==> src/ccem_pkg.sv <==
// shared types, constants and compare functions of the color change edge marker
// no dependencies; every other file of the block but ccem_line_ram imports this package
package ccem_pkg;

   // frame limits and the widths that follow from them
   localparam int MAX_WIDTH  = 1024;
   localparam int MAX_HEIGHT = 1024;
   localparam int COL_W      = $clog2(MAX_WIDTH);
   localparam int ROW_W      = $clog2(MAX_HEIGHT);

   // fixed field widths
   localparam int CHAN_W    = 8;
   localparam int THR_W     = 10;
   localparam int QB_W      = 4;
   localparam int DIM_W     = 11;
   localparam int POS_W     = 10;
   localparam int CSR_IDX_W = 8;
   localparam int CSR_DAT_W = 16;

   // register reset values
   localparam logic [THR_W-1:0] RESET_THRESHOLD    = 10'd1;
   localparam logic [QB_W-1:0]  RESET_QUANT_BITS   = 4'd1;
   localparam logic [DIM_W-1:0] RESET_IMAGE_WIDTH  = 11'd1024;
   localparam logic [DIM_W-1:0] RESET_IMAGE_HEIGHT = 11'd1024;

   // marked color
   localparam logic [CHAN_W-1:0] CHAN_FULL = 8'd255;
   localparam logic [CHAN_W-1:0] CHAN_NONE = 8'd0;

   typedef enum logic [CSR_IDX_W-1:0] {
      CSR_THRESHOLD    = 8'd0,
      CSR_QUANT_BITS   = 8'd1,
      CSR_IMAGE_WIDTH  = 8'd2,
      CSR_IMAGE_HEIGHT = 8'd3
   } csr_index_type;

   typedef struct packed {
      logic [CHAN_W-1:0] alpha;
      logic [CHAN_W-1:0] blue;
      logic [CHAN_W-1:0] green;
      logic [CHAN_W-1:0] red;
   } pixel_type;

   typedef struct packed {
      logic [THR_W-1:0] threshold;
      logic [QB_W-1:0]  quant_bits;
      logic [DIM_W-1:0] image_width;
      logic [DIM_W-1:0] image_height;
   } cfg_type;

   // one accepted pixel with its position and row/column flags
   typedef struct packed {
      pixel_type        px;
      logic [COL_W-1:0] col;
      logic [ROW_W-1:0] row;
      logic             has_above;
      logic             last_col;
      logic             last_row;
   } stage_type;

   // one result waiting at the output
   typedef struct packed {
      pixel_type        px;
      logic [POS_W-1:0] col;
      logic [POS_W-1:0] row;
      logic             marked;
   } result_type;

   function automatic logic [CHAN_W-1:0] abs_diff(input logic [CHAN_W-1:0] a,
                                                   input logic [CHAN_W-1:0] b);
      return (a > b) ? a - b : b - a;
   endfunction

   // true when two pixels count as a color change under the current mode
   function automatic logic px_differs(input pixel_type a, input pixel_type b,
                                       input logic [THR_W-1:0] thr,
                                       input logic [QB_W-1:0] qb);
      logic [THR_W-1:0]  sum;
      logic [QB_W-1:0]   q;
      logic [CHAN_W-1:0] keep;
      logic              code_diff;
      sum = THR_W'(abs_diff(a.red, b.red)) + THR_W'(abs_diff(a.green, b.green))
          + THR_W'(abs_diff(a.blue, b.blue));
      if (qb == '0) begin
         q = QB_W'(1);
      end else if (qb > QB_W'(CHAN_W)) begin
         q = QB_W'(CHAN_W);
      end else begin
         q = qb;
      end
      keep = CHAN_W'({CHAN_W{1'b1}} << (QB_W'(CHAN_W) - q));
      code_diff = (((a.red ^ b.red) & keep) != '0)
               || (((a.green ^ b.green) & keep) != '0)
               || (((a.blue ^ b.blue) & keep) != '0);
      return (thr != '0) ? (sum > thr) : code_diff;
   endfunction

endpackage

==> src/ccem_mark.sv <==
// color change decision for the pixel above: right neighbour and pixel below
// depends on ccem_pkg
module ccem_mark import ccem_pkg::*; (
   input  cfg_type   cfg,
   input  stage_type stage,
   input  pixel_type above_px,
   input  pixel_type right_px,
   output logic      mark_hit
);

   logic right_diff, below_diff;

   // both compares use the unmarked colors; last column never marks
   assign right_diff = px_differs(above_px, right_px, cfg.threshold, cfg.quant_bits);
   assign below_diff = px_differs(above_px, stage.px, cfg.threshold, cfg.quant_bits);
   assign mark_hit   = !stage.last_col && (right_diff || below_diff);

endmodule

==> config.mk <==
export PLATFORM = sky130hd
export DESIGN_NAME = ccem_mark
export DESIGN_NICKNAME = d
export VERILOG_FILES = /design/src/ccem_pkg.sv /design/src/ccem_mark.sv
export SDC_FILE = /design/constraint.sdc
export NUM_CORES = 1
export LEC_CHECK = 0
export BUFFER_PORTS_ARGS = -buffer_cell sky130_fd_sc_hd__buf_2
export CORE_MARGIN = 5
export CORE_UTILIZATION = 45
export DETAILED_ROUTE_END_ITERATION = 10
export GPL_ROUTABILITY_DRIVEN = 0
export PLACE_DENSITY = 0.71
export SLEW_MARGIN = 0
export SYNTH_ARGS = -nofsm -noshare
export SYNTH_HDL_FRONTEND = slang
export SYNTH_SLANG_ARGS = --single-unit
==> constraint.sdc <==
create_clock -name vclk -period 5.7
set_input_delay 0.285 -clock vclk [all_inputs]
set_output_delay 0.285 -clock vclk [all_outputs]
set_load 0.01 [all_outputs]
# After elaboration in Yosys (flattened, before gate mapping)
# Cells that the tools add are included.
[totals]
word_cells = 64
regBits = 0
input_bits = 155
out_inout_bits = 1
[op_classes]
magnitude_cmp = 9
add_sub_neg = 17
bitwise_logic = 12
n_reduce_logical = 15
shifts = 1
mux = 10
[ops]
columns = ["op", "n"]
rows = [
  ["$sub 8x8->8", 12],
  ["$and 8x8->8", 6],
  ["$gt 8x8->1", 6],
  ["$mux 8", 6],
  ["$reduce_bool 8->1", 6],
  ["$xor 8x8->8", 6],
  ["$add 9x8->10", 2],
  ["$gt 10x10->1", 2],
  ["$add 8x8->9", 2],
  ["$reduce_bool 10->1", 1],
  ["$mux 4", 2],
  ["$shl 8x4->8 const A", 1],
  ["$logic_or 1x1->1", 5],
  ["$gt 4x4->1 const B", 1],
  ["$logic_not 4->1", 1],
  ["$sub 4x4->4 const A", 1],
  ["$mux 1", 2],
  ["$logic_and 1x1->1", 1],
  ["$logic_not 1->1", 1],
]

# Depth between registers and ports, before layout
[logic_depth]
ltp_word = 12
mapped_depth = 30
depth_no_buf = 29

# Worst setup path after synthesis
# Ideal clock, no wire load.
[synth_timing]
path_type = "in2out"
start = "input port above_px[8] in the netlist's numbering"
end = "output port mark_hit"
n_path_buf = 1
required_time_ps = 5415
arrival_time_ps = 5169
path_slack_ps = 246
cell_stages = 27
path_cell_list = "inv_1 -> ha_1 -> inv_1 -> fa_1 -> a21o_1 -> a21oi_1 -> o21ai_1 -> o22a_1 -> clkbuf_1 -> mux2_1 -> fa_1 -> ha_1 -> inv_1 -> fa_1 -> inv_1 -> a21oi_1 -> o21ai_0 -> a21oi_1 -> o21bai_1 -> xor2_1 -> ha_1 -> a21o_1 -> a21o_1 -> a2111oi_0 -> a31oi_1 -> nor3_1 -> nor3_1"
[synth_via]
elab_chain_cells = 8
elab_cells_between_ends = 28
classes_between = "add/sub: 8; order compare: 4; mux: 4; bitwise: 4; reduce/logical: 8"
[synth_lines]
columns = ["element", "line", "rtl"]
rows = [
  ["from (decl)", "ccem_mark.sv:6", "input pixel_type above_px,"],
  ["$sub 8x8->8, or another cell as far along", "ccem_pkg.sv:71", "return (a > b) ? a - b : b - a;"],
  ["$mux 8 / $and 8x8->8 (equally long branches)", "ccem_pkg.sv:71, ccem_pkg.sv:93", ""],
  ["$add 8x8->9 / $reduce_bool 8->1 (equally long branches)", "ccem_pkg.sv:82, ccem_pkg.sv:93", ""],
  ["$add 9x8->10 / $logic_or 1x1->1 (equally long branches)", "ccem_pkg.sv:83, ccem_pkg.sv:93", ""],
  ["$gt 10x10->1 / $logic_or 1x1->1 (equally long branches)", "ccem_pkg.sv:95, ccem_pkg.sv:94", ""],
  ["$mux 1", "ccem_pkg.sv:95", "return (thr != '0) ? (sum > thr) : code_diff;"],
  ["$logic_or 1x1->1 (*)", "ccem_mark.sv:16", "assign mark_hit = !stage.last_col && (right_diff || below_diff);"],
  ["$logic_and 1x1->1 (*)", "ccem_mark.sv:16", ""],
  ["to (decl)", "ccem_mark.sv:8", "output logic mark_hit"],
]
# Mark *: on every way between the ends. The rest lies on a longest branch, timed or not.

# Worst setup path in the final report
[layout_timing]
start = "input port above_px[16] in the netlist's numbering"
end = "output port mark_hit"
[layout_via]
elab_chain_cells = 7
elab_cells_between_ends = 24
classes_between = "add/sub: 6; order compare: 4; mux: 4; bitwise: 4; reduce/logical: 6"
[layout_lines]
columns = ["element", "line"]
rows = [
  ["$sub 8x8->8, or another cell as far along", "ccem_pkg.sv:71"],
  ["$mux 8 / $and 8x8->8 (equally long branches)", "ccem_pkg.sv:71, ccem_pkg.sv:94"],
  ["$add 9x8->10 / $reduce_bool 8->1 (equally long branches)", "ccem_pkg.sv:83, ccem_pkg.sv:94"],
  ["$gt 10x10->1 / $logic_or 1x1->1 (equally long branches)", "ccem_pkg.sv:95, ccem_pkg.sv:94"],
  ["$mux 1", "ccem_pkg.sv:95"],
  ["$logic_or 1x1->1 (*)", "ccem_mark.sv:16"],
  ["$logic_and 1x1->1 (*)", "ccem_mark.sv:16"],
]
# Marked as above.

==> summary.md <==
| Metric | Value |
|---|---|
| Yosys warning count | 0 |
| Crit path capture type | primary output |
| Cell mode on critical path | a21oi_2 |
| VDD IR-drop max | 214 uV |
| Register Area | 0 sq um |
| Dpl hpwl | 12,800 um |
| Clock buf count | 0 |
| WL per Instance | 15.2 um |
| Max Cap Viol | 0 |
| Setup CP Type | input port to primary output |
| Share of cells above drive strength 1 | 29.9% |
| Most frequent cells in the layout | 136 x inv_1, 120 x ha_1, 86 x buf_2 |
| First-pass GRT wire length | 23,900 um |
| Die X-Extent | 119 um |
| Synthesized net count | 987 |
| Via count | 5,185 |
| Setup TNS | -25.6 ps |
| Vias per cell | 5.31 |
| Run status | finished with violations |
| Antenna cells | 0 |
| Largest net degree at the start of global routing | 12 |
| Least-Margin Pin Slew | 556 ps |
| CP Data Required Time | 5410 ps |
| Fmax achieved | 175 MHz |
| Initial Util | 46.3% |
| Critical Path Source Type | input port |
| RSZ-0062 raised after global routing | true |
| Syn Area/Cell | 7.90 sq um |
| Hold depth | 3 |
| PortBufs | 88 |
| GRT Total Usage | 19.8% |
| Mapped Area | 5330 sq um |
| Synth unique cells | 54 |
| Power Total | 0.00243 W |
| Finished Core Util | 59.2% |
| Syn Inst Count | 675 |
| CP max stage delay | 550 ps |
| Worst EP arrival | 5440 ps |
| 1st-iter DRT viols | 245 |
| Nets | 1,147 |
| Worst Setup Slack, final | -25.6 ps |
| Sequential cell count | 0 |
| CP Max Fanout | 5 |
| Worst Hold Class | input port to primary output |
| Die Area | 14,100 sq um |
| DR DRC count | 0 |
| Die Y | 119 um |
| Fin. Hold Viols | 0 |
| Final ANT Viol Nets | 0 |
| Cell area power density | 356 nW/um^2 |
| Layout Cells excl Fill | 976 |
| Relative slew margins | 62.6% |
| Row count | 39 |
| Number of max-slew violations in the final report | 0 |
| Leakage | 3.77 nW |
| Cts hold-fix bufs | 0 |
| Total grt overflow | 0 |
| # IOs | 156 |
| Synth-to-Final Area Change | 28.0% |
| Leading cell type in the layout, fill and taps excluded | inv_1 |
| Slowest-stage cell, CP | fa_1 |
| Final WL | 14,800 um |
| Core ar. | 11,500 sq um |
| Initial antenna violation count | 0 |
| Final period utilization | 100% |
| Final Setup Violations | 1 |
| Inst Count DP | 966 |
| Fin crit period | 5730 ps |
| Hold WS | 819 ps |
| Drt first pass iters | 4 |
| Vias in the first global route | 5,326 |
| Sequential area share after synthesis | 0% |
| Failing checks | negative setup slack |
[synth_stat cells, types with 2 or more instances]
library cell    n  share of area [%]
o22a_1          4               0.66
mux2i_1        21                3.9
a21oi_1        58                5.4
o21bai_1       13                1.8
a21oi_2         2               0.33
a2111oi_0       3               0.49
nor2b_1         8               0.94
nand3_1         4               0.38
and2_1          4               0.47
clkbuf_1       13               0.92
a21o_1         43                6.1
nand2b_1        3               0.35
mux2_2         12                2.5
nor2_1         12               0.85
a211oi_1        9                1.3
nor4_1          2               0.23
xnor2_1        21                3.5
ha_1          127                 30
a221o_1         2               0.38
o21a_1          4               0.56
a31oi_1         5               0.59
nand4_1        21                2.5
and2b_2         2               0.33
fa_1           30                 11
o21ai_0        22                2.1
a21boi_0        2               0.28
nor3_1          7               0.66
buf_2           3               0.28
inv_1         143                 10
o21ai_1         3               0.28
nand2_1        16                1.1
a221oi_1        8                1.3
o22ai_1         2               0.23
xor2_1         26                4.3
[area by class of cell]
class	count	area (sq um)
Inverter	143	544
Timing Repair Buffer	175	1120
Multi-Input combinational cell	515	4980
Tap cell	143	179
Fill cell	1027	4700
[final timing paths]
kind	startpoint	end	slack [ps]
max	above_px[16]	mark_hit	-30
min	stage[1]	mark_hit	820
[critical path: cells and delay by family]
family          cells  cell delay (ps)
mux                 1              340
compound gates      9             1550
xor+xnor            2              360
buf+inv             6              520
fa+ha+maj           5             1640
simple gates        6              750
[through the flow]
| stage | setup WS [ps] | instance area [sq um] |
|---|---|---|
| detailed placement | -330 | 6450 |
| global route | -291 | 6820 |
| CTS | 5.35 | 6580 |
| global placement | -218 | 6450 |
| finish | -25.6 | 6820 |
| floorplan | 246 | 5330 |
[kinds of logic after synthesis]
kind of cell	Yosys count	synth area share (%)
AOI/OAI and AO/OA	189	23.7
muxes	35	6.97
buffers and inverters	160	11.5
xor gates and xnor gates	47	7.72
adders and majority gates	157	41.1
and+or+nand+nor	87	9.06
[per-layer routing]
metal | part of all wire, % | vias up | wire length (um) | global-route usage, %
met1 | 43 | 2363 | 6350 | 25.4
met5 | 0 | - | 0 | 0
met2 | 50 | 154 | 7340 | 36.2
met3 | 4.7 | 36 | 699 | 1.09
li1 | - | 2632 | - | -
met4 | 3.0 | 0 | 438 | 5.43
[power by group]
part | switching, W | total, W | internal, W
Clock | 0 | 0 | 0
Combinational | 0.00123 | 0.00243 | 0.00120
Sequential | 0 | 0 | 0
[repair_timing]
item                                    in CTS  in global routing
endpoints found under the setup margin       1                  1
setup buffers                                6                  4
pin swaps                                   36                 31
resized for setup                           30                 45
Note: power is estimated with default switching activity, not from simulation.
