$ cat config.mk
export PLATFORM = sky130hd
export DESIGN_NAME = ccem_out_flat
export DESIGN_NICKNAME = d
export VERILOG_FILES = /design/src/ccem_pkg.sv /design/src/ccem_if.sv /design/src/ccem_out.sv /design/src/flat_wrapper.sv
export SDC_FILE = /design/constraint.sdc
export NUM_CORES = 1
export LEC_CHECK = 0
export ABC_CLOCK_PERIOD_IN_PS = 10200
export BUFFER_PORTS_ARGS = -buffer_cell sky130_fd_sc_hd__buf_2
export CAP_MARGIN = 0
export CORE_ASPECT_RATIO = 1.1
export CORE_MARGIN = 2
export CORE_UTILIZATION = 52
export CTS_BUF_LIST = sky130_fd_sc_hd__clkbuf_16
export DETAILED_ROUTE_END_ITERATION = 6
export GPL_ROUTABILITY_DRIVEN = 0
export MAX_ROUTING_LAYER = met4
export PLACE_DENSITY_LB_ADDON = 0.25
export REMOVE_ABC_BUFFERS = 1
export SYNTH_ARGS = -nofsm -noshare
export SYNTH_HDL_FRONTEND = slang
export SYNTH_SLANG_ARGS = --single-unit
export TNS_END_PERCENT = 100
$ cat constraint.sdc
create_clock -name clock -period 10.2 [get_ports clock]
set_clock_uncertainty 0.15 [all_clocks]
set_input_delay 0.51 -clock clock [delete_from_list [all_inputs] [get_ports clock]]
set_output_delay 0.51 -clock clock [all_outputs]
set_load 0.1 [all_outputs]
$ cat src/ccem_pkg.sv
// shared types, constants and compare functions of the color change edge marker
// no dependencies; every other file of the block but ccem_line_ram imports this package
package ccem_pkg;

   // frame limits and the widths that follow from them
   localparam int MAX_WIDTH  = 1024;
   localparam int MAX_HEIGHT = 1024;
   localparam int COL_W      = $clog2(MAX_WIDTH);
   localparam int ROW_W      = $clog2(MAX_HEIGHT);

   // fixed field widths
   localparam int CHAN_W    = 8;
   localparam int THR_W     = 10;
   localparam int QB_W      = 4;
   localparam int DIM_W     = 11;
   localparam int POS_W     = 10;
   localparam int CSR_IDX_W = 8;
   localparam int CSR_DAT_W = 16;

   // register reset values
   localparam logic [THR_W-1:0] RESET_THRESHOLD    = 10'd1;
   localparam logic [QB_W-1:0]  RESET_QUANT_BITS   = 4'd1;
   localparam logic [DIM_W-1:0] RESET_IMAGE_WIDTH  = 11'd1024;
   localparam logic [DIM_W-1:0] RESET_IMAGE_HEIGHT = 11'd1024;

   // marked color
   localparam logic [CHAN_W-1:0] CHAN_FULL = 8'd255;
   localparam logic [CHAN_W-1:0] CHAN_NONE = 8'd0;

   typedef enum logic [CSR_IDX_W-1:0] {
      CSR_THRESHOLD    = 8'd0,
      CSR_QUANT_BITS   = 8'd1,
      CSR_IMAGE_WIDTH  = 8'd2,
      CSR_IMAGE_HEIGHT = 8'd3
   } csr_index_type;

   typedef struct packed {
      logic [CHAN_W-1:0] alpha;
      logic [CHAN_W-1:0] blue;
      logic [CHAN_W-1:0] green;
      logic [CHAN_W-1:0] red;
   } pixel_type;

   typedef struct packed {
      logic [THR_W-1:0] threshold;
      logic [QB_W-1:0]  quant_bits;
      logic [DIM_W-1:0] image_width;
      logic [DIM_W-1:0] image_height;
   } cfg_type;

   // one accepted pixel with its position and row/column flags
   typedef struct packed {
      pixel_type        px;
      logic [COL_W-1:0] col;
      logic [ROW_W-1:0] row;
      logic             has_above;
      logic             last_col;
      logic             last_row;
   } stage_type;

   // one result waiting at the output
   typedef struct packed {
      pixel_type        px;
      logic [POS_W-1:0] col;
      logic [POS_W-1:0] row;
      logic             marked;
   } result_type;

   function automatic logic [CHAN_W-1:0] abs_diff(input logic [CHAN_W-1:0] a,
                                                   input logic [CHAN_W-1:0] b);
      return (a > b) ? a - b : b - a;
   endfunction

   // true when two pixels count as a color change under the current mode
   function automatic logic px_differs(input pixel_type a, input pixel_type b,
                                       input logic [THR_W-1:0] thr,
                                       input logic [QB_W-1:0] qb);
      logic [THR_W-1:0]  sum;
      logic [QB_W-1:0]   q;
      logic [CHAN_W-1:0] keep;
      logic              code_diff;
      sum = THR_W'(abs_diff(a.red, b.red)) + THR_W'(abs_diff(a.green, b.green))
          + THR_W'(abs_diff(a.blue, b.blue));
      if (qb == '0) begin
         q = QB_W'(1);
      end else if (qb > QB_W'(CHAN_W)) begin
         q = QB_W'(CHAN_W);
      end else begin
         q = qb;
      end
      keep = CHAN_W'({CHAN_W{1'b1}} << (QB_W'(CHAN_W) - q));
      code_diff = (((a.red ^ b.red) & keep) != '0)
               || (((a.green ^ b.green) & keep) != '0)
               || (((a.blue ^ b.blue) & keep) != '0);
      return (thr != '0) ? (sum > thr) : code_diff;
   endfunction

endpackage

$ cat src/ccem_if.sv


interface ccem_rsp_if import ccem_pkg::*; ();
   logic              valid;
   logic              ready;
   logic [CHAN_W-1:0] red_out;
   logic [CHAN_W-1:0] green_out;
   logic [CHAN_W-1:0] blue_out;
   logic [CHAN_W-1:0] alpha_out;
   logic [POS_W-1:0]  out_column;
   logic [POS_W-1:0]  out_row;
   logic              marked;
   logic              run_last;

   modport source (output valid, red_out, green_out, blue_out, alpha_out, out_column,
                   out_row, marked, run_last, input ready);
   modport sink   (input valid, red_out, green_out, blue_out, alpha_out, out_column,
                   out_row, marked, run_last, output ready);
endinterface


$ cat src/ccem_out.sv
// result register: holds the pixel above and, on the last row, the current pixel
// depends on ccem_pkg and ccem_if
module ccem_out import ccem_pkg::*; (
   input  logic      clock,
   input  logic      reset,
   input  logic      stage_valid,
   input  stage_type stage,
   input  pixel_type above_px,
   input  logic      mark_hit,
   output logic      take,
   ccem_rsp_if.source rsp_bus
);

   logic       has_above_ff, has_above_in;
   logic       has_cur_ff, has_cur_in;
   result_type above_ff, cur_ff, shown;
   pixel_type  above_shown;
   logic       rsp_accept, load;

   assign rsp_accept = rsp_bus.valid && rsp_bus.ready;

   // free when empty, or when the last held result leaves this cycle
   assign take = (!has_above_ff && !has_cur_ff)
              || (rsp_accept && (has_above_ff != has_cur_ff));
   assign load = stage_valid && take;

   always_comb begin
      has_above_in = has_above_ff;
      has_cur_in   = has_cur_ff;
      if (load) begin
         has_above_in = stage.has_above;
         has_cur_in   = stage.last_row;
      end else if (rsp_accept) begin
         if (has_above_ff) begin
            has_above_in = 1'b0;
         end else begin
            has_cur_in = 1'b0;
         end
      end
   end

   always_ff @(posedge clock) begin
      if (reset) begin
         has_above_ff <= 1'b0;
         has_cur_ff   <= 1'b0;
      end else begin
         has_above_ff <= has_above_in;
         has_cur_ff   <= has_cur_in;
      end
   end

   // recolor the pixel above when marked
   always_comb begin
      above_shown = above_px;
      if (mark_hit) begin
         above_shown.red   = CHAN_FULL;
         above_shown.green = CHAN_NONE;
         above_shown.blue  = CHAN_NONE;
      end
   end

   always_ff @(posedge clock) begin
      if (load) begin
         above_ff <= '{px: above_shown, col: POS_W'(stage.col),
                       row: POS_W'(stage.row - 1'b1), marked: mark_hit};
         cur_ff   <= '{px: stage.px, col: POS_W'(stage.col),
                       row: POS_W'(stage.row), marked: 1'b0};
      end
   end

   // the pixel above goes out first
   assign shown = has_above_ff ? above_ff : cur_ff;

   assign rsp_bus.valid      = has_above_ff || has_cur_ff;
   assign rsp_bus.red_out    = shown.px.red;
   assign rsp_bus.green_out  = shown.px.green;
   assign rsp_bus.blue_out   = shown.px.blue;
   assign rsp_bus.alpha_out  = shown.px.alpha;
   assign rsp_bus.out_column = shown.col;
   assign rsp_bus.out_row    = shown.row;
   assign rsp_bus.marked     = shown.marked;
   assign rsp_bus.run_last   = has_above_ff ? !has_cur_ff : 1'b1;

   // a first result is followed by the current pixel one row down
   a_pair_order: assert property (@(posedge clock) disable iff (reset)
      rsp_accept && !rsp_bus.run_last |=> rsp_bus.valid && rsp_bus.run_last
         && (rsp_bus.out_column == $past(rsp_bus.out_column))
         && (rsp_bus.out_row == POS_W'($past(rsp_bus.out_row) + 1'b1)))
      else $error("second result of a last-row item out of order");

   // the current pixel of the last row is never recolored
   a_cur_unmarked: assert property (@(posedge clock) disable iff (reset)
      rsp_bus.valid && !has_above_ff |-> !rsp_bus.marked)
      else $error("last-row pixel shown as marked");

endmodule

$ cat src/flat_wrapper.sv
// flat-port wrapper written by rule: the top's interface ports become plain ports
module ccem_out_flat import ccem_pkg::*;
  (clock, reset, stage_valid, stage, above_px, mark_hit, take, rsp_bus_valid, rsp_bus_red_out, rsp_bus_green_out, rsp_bus_blue_out, rsp_bus_alpha_out, rsp_bus_out_column, rsp_bus_out_row, rsp_bus_marked, rsp_bus_run_last, rsp_bus_ready);
  ccem_rsp_if rsp_bus_i ();
  input  logic clock;
  input  logic reset;
  input  logic stage_valid;
  input  stage_type stage;
  input  pixel_type above_px;
  input  logic mark_hit;
  output logic take;
  output wire logic [$bits(rsp_bus_i.valid)-1:0] rsp_bus_valid;
  output wire logic [$bits(rsp_bus_i.red_out)-1:0] rsp_bus_red_out;
  output wire logic [$bits(rsp_bus_i.green_out)-1:0] rsp_bus_green_out;
  output wire logic [$bits(rsp_bus_i.blue_out)-1:0] rsp_bus_blue_out;
  output wire logic [$bits(rsp_bus_i.alpha_out)-1:0] rsp_bus_alpha_out;
  output wire logic [$bits(rsp_bus_i.out_column)-1:0] rsp_bus_out_column;
  output wire logic [$bits(rsp_bus_i.out_row)-1:0] rsp_bus_out_row;
  output wire logic [$bits(rsp_bus_i.marked)-1:0] rsp_bus_marked;
  output wire logic [$bits(rsp_bus_i.run_last)-1:0] rsp_bus_run_last;
  input wire logic [$bits(rsp_bus_i.ready)-1:0] rsp_bus_ready;
  assign rsp_bus_valid = rsp_bus_i.valid;
  assign rsp_bus_red_out = rsp_bus_i.red_out;
  assign rsp_bus_green_out = rsp_bus_i.green_out;
  assign rsp_bus_blue_out = rsp_bus_i.blue_out;
  assign rsp_bus_alpha_out = rsp_bus_i.alpha_out;
  assign rsp_bus_out_column = rsp_bus_i.out_column;
  assign rsp_bus_out_row = rsp_bus_i.out_row;
  assign rsp_bus_marked = rsp_bus_i.marked;
  assign rsp_bus_run_last = rsp_bus_i.run_last;
  assign rsp_bus_i.ready = rsp_bus_ready;
  ccem_out u_core (.clock(clock), .reset(reset), .stage_valid(stage_valid), .stage(stage), .above_px(above_px), .mark_hit(mark_hit), .take(take), .rsp_bus(rsp_bus_i));
endmodule
Yosys cells after proc, flatten, opt, wreduce, memory -nomap -nowiden
Index checks and enable logic that the tools add are counted.
Operators by class
  $add $sub $neg: 1
  equal/unequal tests: 2
  muxes and demuxes: 7
  reduce and logical (&&, ||, !) cells: 10
Operators by type and width (count)
  53-bit 2-to-1 mux: 1
  10-bit by 1-bit subtractor with 10-bit output (second input constant): 1
  1-bit 2-to-1 mux: 6
  1-bit logical AND: 4
  1-bit zero test: 2
  1-bit logical OR: 2
  2-bit inequality test (second input constant): 1
  2-bit AND reduction: 1
  2-bit nonzero test: 1
  1-bit inequality test: 1
Word-level totals
  bits in registers: 97

Longest topological paths before layout
  word-level depth: 7
  depth in mapped cells: 7
  depth with buffers taken out: 5

Worst setup path after synthesis
No wires, ideal clock.
  path type: flip-flop to flip-flop
  start point: register u_core.has_above_ff
  end point: register u_core.above_ff[0] in the netlist's numbering, enable pin
  library setup time: 464 ps
  arrival: 4068 ps
  slack: 5518 ps
  cell stages (with the launch flop): 7
  path buffers: 2
  path through: dfxtp_1 > buf_2 > buf_2 > inv_1 > ha_1 > a21o_1 > and2_1
Between the ends
  word-level cells in the longest chain between the ends: 5
  elaborated cells between the ends (all ways): 8
  classes of those cells: eq/ne (1); reduce/logical (7)
RTL lines
  start, declared: line ccem_out.sv:14  | logic has_above_ff, has_above_in;
  start signal, assigned: line ccem_out.sv:47  | has_above_ff <= has_above_in;
  1-bit logical OR: line ccem_out.sv:74  | assign rsp_bus.valid = has_above_ff || has_cur_ff;
  1-bit logical AND: line ccem_out.sv:20  | assign rsp_accept = rsp_bus.valid && rsp_bus.ready;
  1-bit logical AND: line ccem_out.sv:24  | || (rsp_accept && (has_above_ff != has_cur_ff));
  1-bit logical OR (*): line ccem_out.sv:24
  net take: line flat_wrapper.sv:11  | output logic take;
  1-bit logical AND (*): line ccem_out.sv:25  | assign load = stage_valid && take;
  net u_core.load: line ccem_out.sv:18  | logic rsp_accept, load;
  end signal, assigned: line ccem_out.sv:64  | above_ff <= '{px: above_shown, col: POS_W'(stage.col),
  end, declared: line ccem_out.sv:16  | result_type above_ff, cur_ff, shown;
Mark *: on every way through the listed nets, which the timed path passes. The rest lies on a longest branch.
A chain may end at the register's enable or synchronous reset.

Worst setup path after layout
  start point: register u_core.has_above_ff
  end point: register u_core.above_ff[17] in the netlist's numbering, enable pin
Between the ends
  word-level cells in the longest chain between the ends: 5
  elaborated cells between the ends (all ways): 8
  classes of those cells: eq/ne (1); reduce/logical (7)
RTL lines (line)
  1-bit logical OR: ccem_out.sv:74
  1-bit logical AND: ccem_out.sv:20
  1-bit logical AND: ccem_out.sv:24
  1-bit logical OR (*): ccem_out.sv:24
  1-bit logical AND (*): ccem_out.sv:25
  net u_core.load: ccem_out.sv:18
Marked as above.

==> impl_metrics.py <==
metrics = {
    "sta": {
        "maxSlewHeadroom": 0.225,
        "setup_viol": 0,
        "drv_slew": 0,
        "hold_viol": 0,
        "rsz0062_at_grt": "false",
        "fin_crit_ps": 3290,
        "finalSetupTns_ps": 0,
        "fin_crit_sh": 0.323,
        "worst_pin_slew_ps": 1160,
        "clock.fmax_mhz": 304,
    },
    "worst_setup_path": {
        "critPathSlowestCell": "dfxtp_2",
        "arrival_ps": 3080,
        "max_stage_delay_ps": 1070,
        "cp.required_ps": 9990,
        "end_kind": "flop",
        "cp-start-kind": "flop",
        "crit_path_cell_trace": "inv_1 -> ha_1 -> a21o_1 -> and2_4 -> buf_4",
        "path_class": "reg -> reg",
        "cp_max_fo": 95,
        "reg2reg_slack_ps": 6910,
    },
    "floorplan": {
        "die_y_um": 94.8,
        "num_rows": 33,
        "ios": 148,
        "design.core.area_um2": 7350,
        "initial_core_util": 0.530,
        "die_w_um": 86.5,
        "die-area_um2": 8200,
    },
    "pwr": {
        "vdd_ir_drop_max_uv": 113,
        "power.share.combinational": 0.232,
        "powerDensity_nw_per_um2": 214,
        "power_switching_share": 0.324,
        "switching_power_mw": 0.343,
        "seq_power_share": 0.461,
        "pwr-share-clk": 0.308,
        "p_int_mw": 0.713,
        "total_power_mw": 1.06,
        "leakage_nw": 1.98,
    },
    "cts": {
        "cts_tree": "done",
        "clkSinkCount": 97,
        "h-tree-depth": 3,
        "cts_buffer_depth": 2,
        "clk_latency_ps": 320,
        "postCtsSetupRepairBufs": 0,
        "hold_buffers": 0,
        "clkTransAtPathRegs_ps": 60,
        "cts_resized": 0,
        "root_buffer": "clkbuf_16",
        "cts-buffers-inserted": 9,
    },
    "synth": {
        "synth-warning-count": 0,
        "synth_area_um2": 3890,
        "synth.area.top_cells": "edfxtp_1 (73%), mux2_2 (12%), nor2b_1 (2.6%)",
        "yosys.area_share.simple": 0.0636,
        "synth_adder_area_share": 0.00964,
        "yosysUniqueCellTypes": 26,
        "synth_compound_area_frac": 0.00771,
        "syn-instance-count": 220,
        "synth.top_cell.area_share": 0.732,
        "synth.avg_cell_area_um2": 17.7,
        "synth_xor_area_frac": 0.0180,
        "synthMuxAreaShare": 0.124,
        "seq_area_frac_synth": 0.743,
        "synth_seq_cells": 97,
        "synth_top_family_by_area": "multiplexers",
        "yosys.area.top_type": "edfxtp_1",
    },
    "run": {
        "max_cap_viol_count": 0,
    },
    "drt": {
        "avgViaCountPerCell": 4.98,
        "drcViolationCount": 0,
        "firstDrtPassIters": 4,
        "wl_um": 7030,
        "wl_per_cell_um": 15.5,
        "num_vias": 2257,
        "first_iter_violations": 113,
        "antenna_left": 0,
    },
    "global_routing": {
        "grt_max_degree": 96,
        "grt_usage": 0.174,
        "grt_pass1_vias": 2172,
        "grt_pass1_wl_um": 10300,
        "overflow": 0,
        "antenna_found_initial": 0,
    },
    "layout": {
        "area_delta_synth_final_pct": 26.7,
        "mostFrequentLayoutCells": "buf_2 (146), edfxtp_1 (95), mux2_2 (42)",
        "final_common_cell": "buf_2",
        "fin_nets": 456,
        "n_fill_cell": 559,
        "antennaDiodeCount": 0,
        "drive_gt1_frac": 0.587,
    },
    "placement": {
        "hpwlAfterDp_um": 4740,
        "port_buffers": 146,
    },
    "hold_path": {
        "min_path_type": "in -> reg",
    },
    "status": {
        "status": "completed",
    },
}
## state kept, by name, indices dropped and copies added (netlist names)
name                 flops
u_core.above_ff         53
u_core.cur_ff           42
u_core.has_above_ff      1
u_core.has_cur_ff        1
## cell usage after synthesis, drive strengths merged
library cell and count:
a21oi 1, ha 3, nor4 1, inv 7, mux2 42, mux2i 1
or3b 1, xnor2 6, or2 8, buf 15, xor2 2, nor3b 1
nand2 3, edfxtp 95, nor2b 16, dfxtp 2, a21o 1, nor2 4
and2 2, a32oi 1, nor3 2, a211o 1, clkbuf 2, nand3 3
## path summary, 6_finish.rpt
kind,end,from,cells past startpoint
min reg2reg,u_core.has_cur_ff$_SDFFE_PP0P_,u_core.has_cur_ff$_SDFFE_PP0P_,3
max reg2reg,u_core.above_ff[17]$_DFFE_PP_,u_core.has_above_ff$_SDFFE_PP0P_,5
max,u_core.above_ff[17]$_DFFE_PP_,u_core.has_above_ff$_SDFFE_PP0P_,5
min,u_core.has_above_ff$_SDFFE_PP0P_,reset,2
## power groups by stage
stage                     registers (mW)  logic (mW)  clock network [mW]
final                              0.487       0.245               0.325
after CTS                          0.487       0.246               0.333
after global placement             0.493       0.244                   0
after floorplan                    0.515       0.178                   0
after global routing               0.489       0.254               0.349
after detailed placement           0.496       0.246                   0
## metrics by stage
step | instance area (um^2) | hold slack [ps] | utilization | cells | setup WS, ps
global route | 4930 | 187 | 0.671 | 453 | 6670
CTS | 4930 | 192 | 0.671 | 453 | 6880
finish | 4930 | 201 | 0.671 | 453 | 6910
detailed placement | 4640 | 418 | 0.631 | 437 | 6890
global placement | 4640 | 416 | 0.631 | 437 | 6930
floorplan | 3790 | 384 | - | 203 | 4860
## critical path, delay by kind of cell, from the launching register on
kind	cells	cell delay, ps
flip-flops	1	1070
adder cells (fa/ha/maj)	1	320
AO/OA/AOI/OAI	1	180
buffers and inverters	2	920
AND/OR/NAND/NOR	1	150
## kinds of logic (layout without fill, tap and decap cells)
kind of cell	after synthesis	after routing
xor+xnor	8	8
flops	97	97
compound gates	4	4
fa+ha+maj	3	3
buf+inv	24	170
simple gates	41	41
mux	43	43
## metal layers
layer | vias to the layer above | global-route usage | part of all wire
li1 | 1085 | - | -
met1 | 1055 | 0.196 | 0.39
met2 | 97 | 0.285 | 0.51
met3 | 20 | 0.0498 | 0.073
met4 | 0 | 0.0820 | 0.031
met5 | - | - | 0
## area by class of cell
class / instances / area, um^2 / area share
clock buffers: 9 / 225 / 0.0457
well taps: 87 / 109 / 0.0221
multi-input cells: 99 / 871 / 0.177
clock inverters: 7 / 70.1 / 0.0142
repair buffers: 147 / 738 / 0.150
inverters: 7 / 26.3 / 0.00533
flip-flops and latches: 97 / 2890 / 0.587
Note: power is estimated with default switching activity, not from simulation.
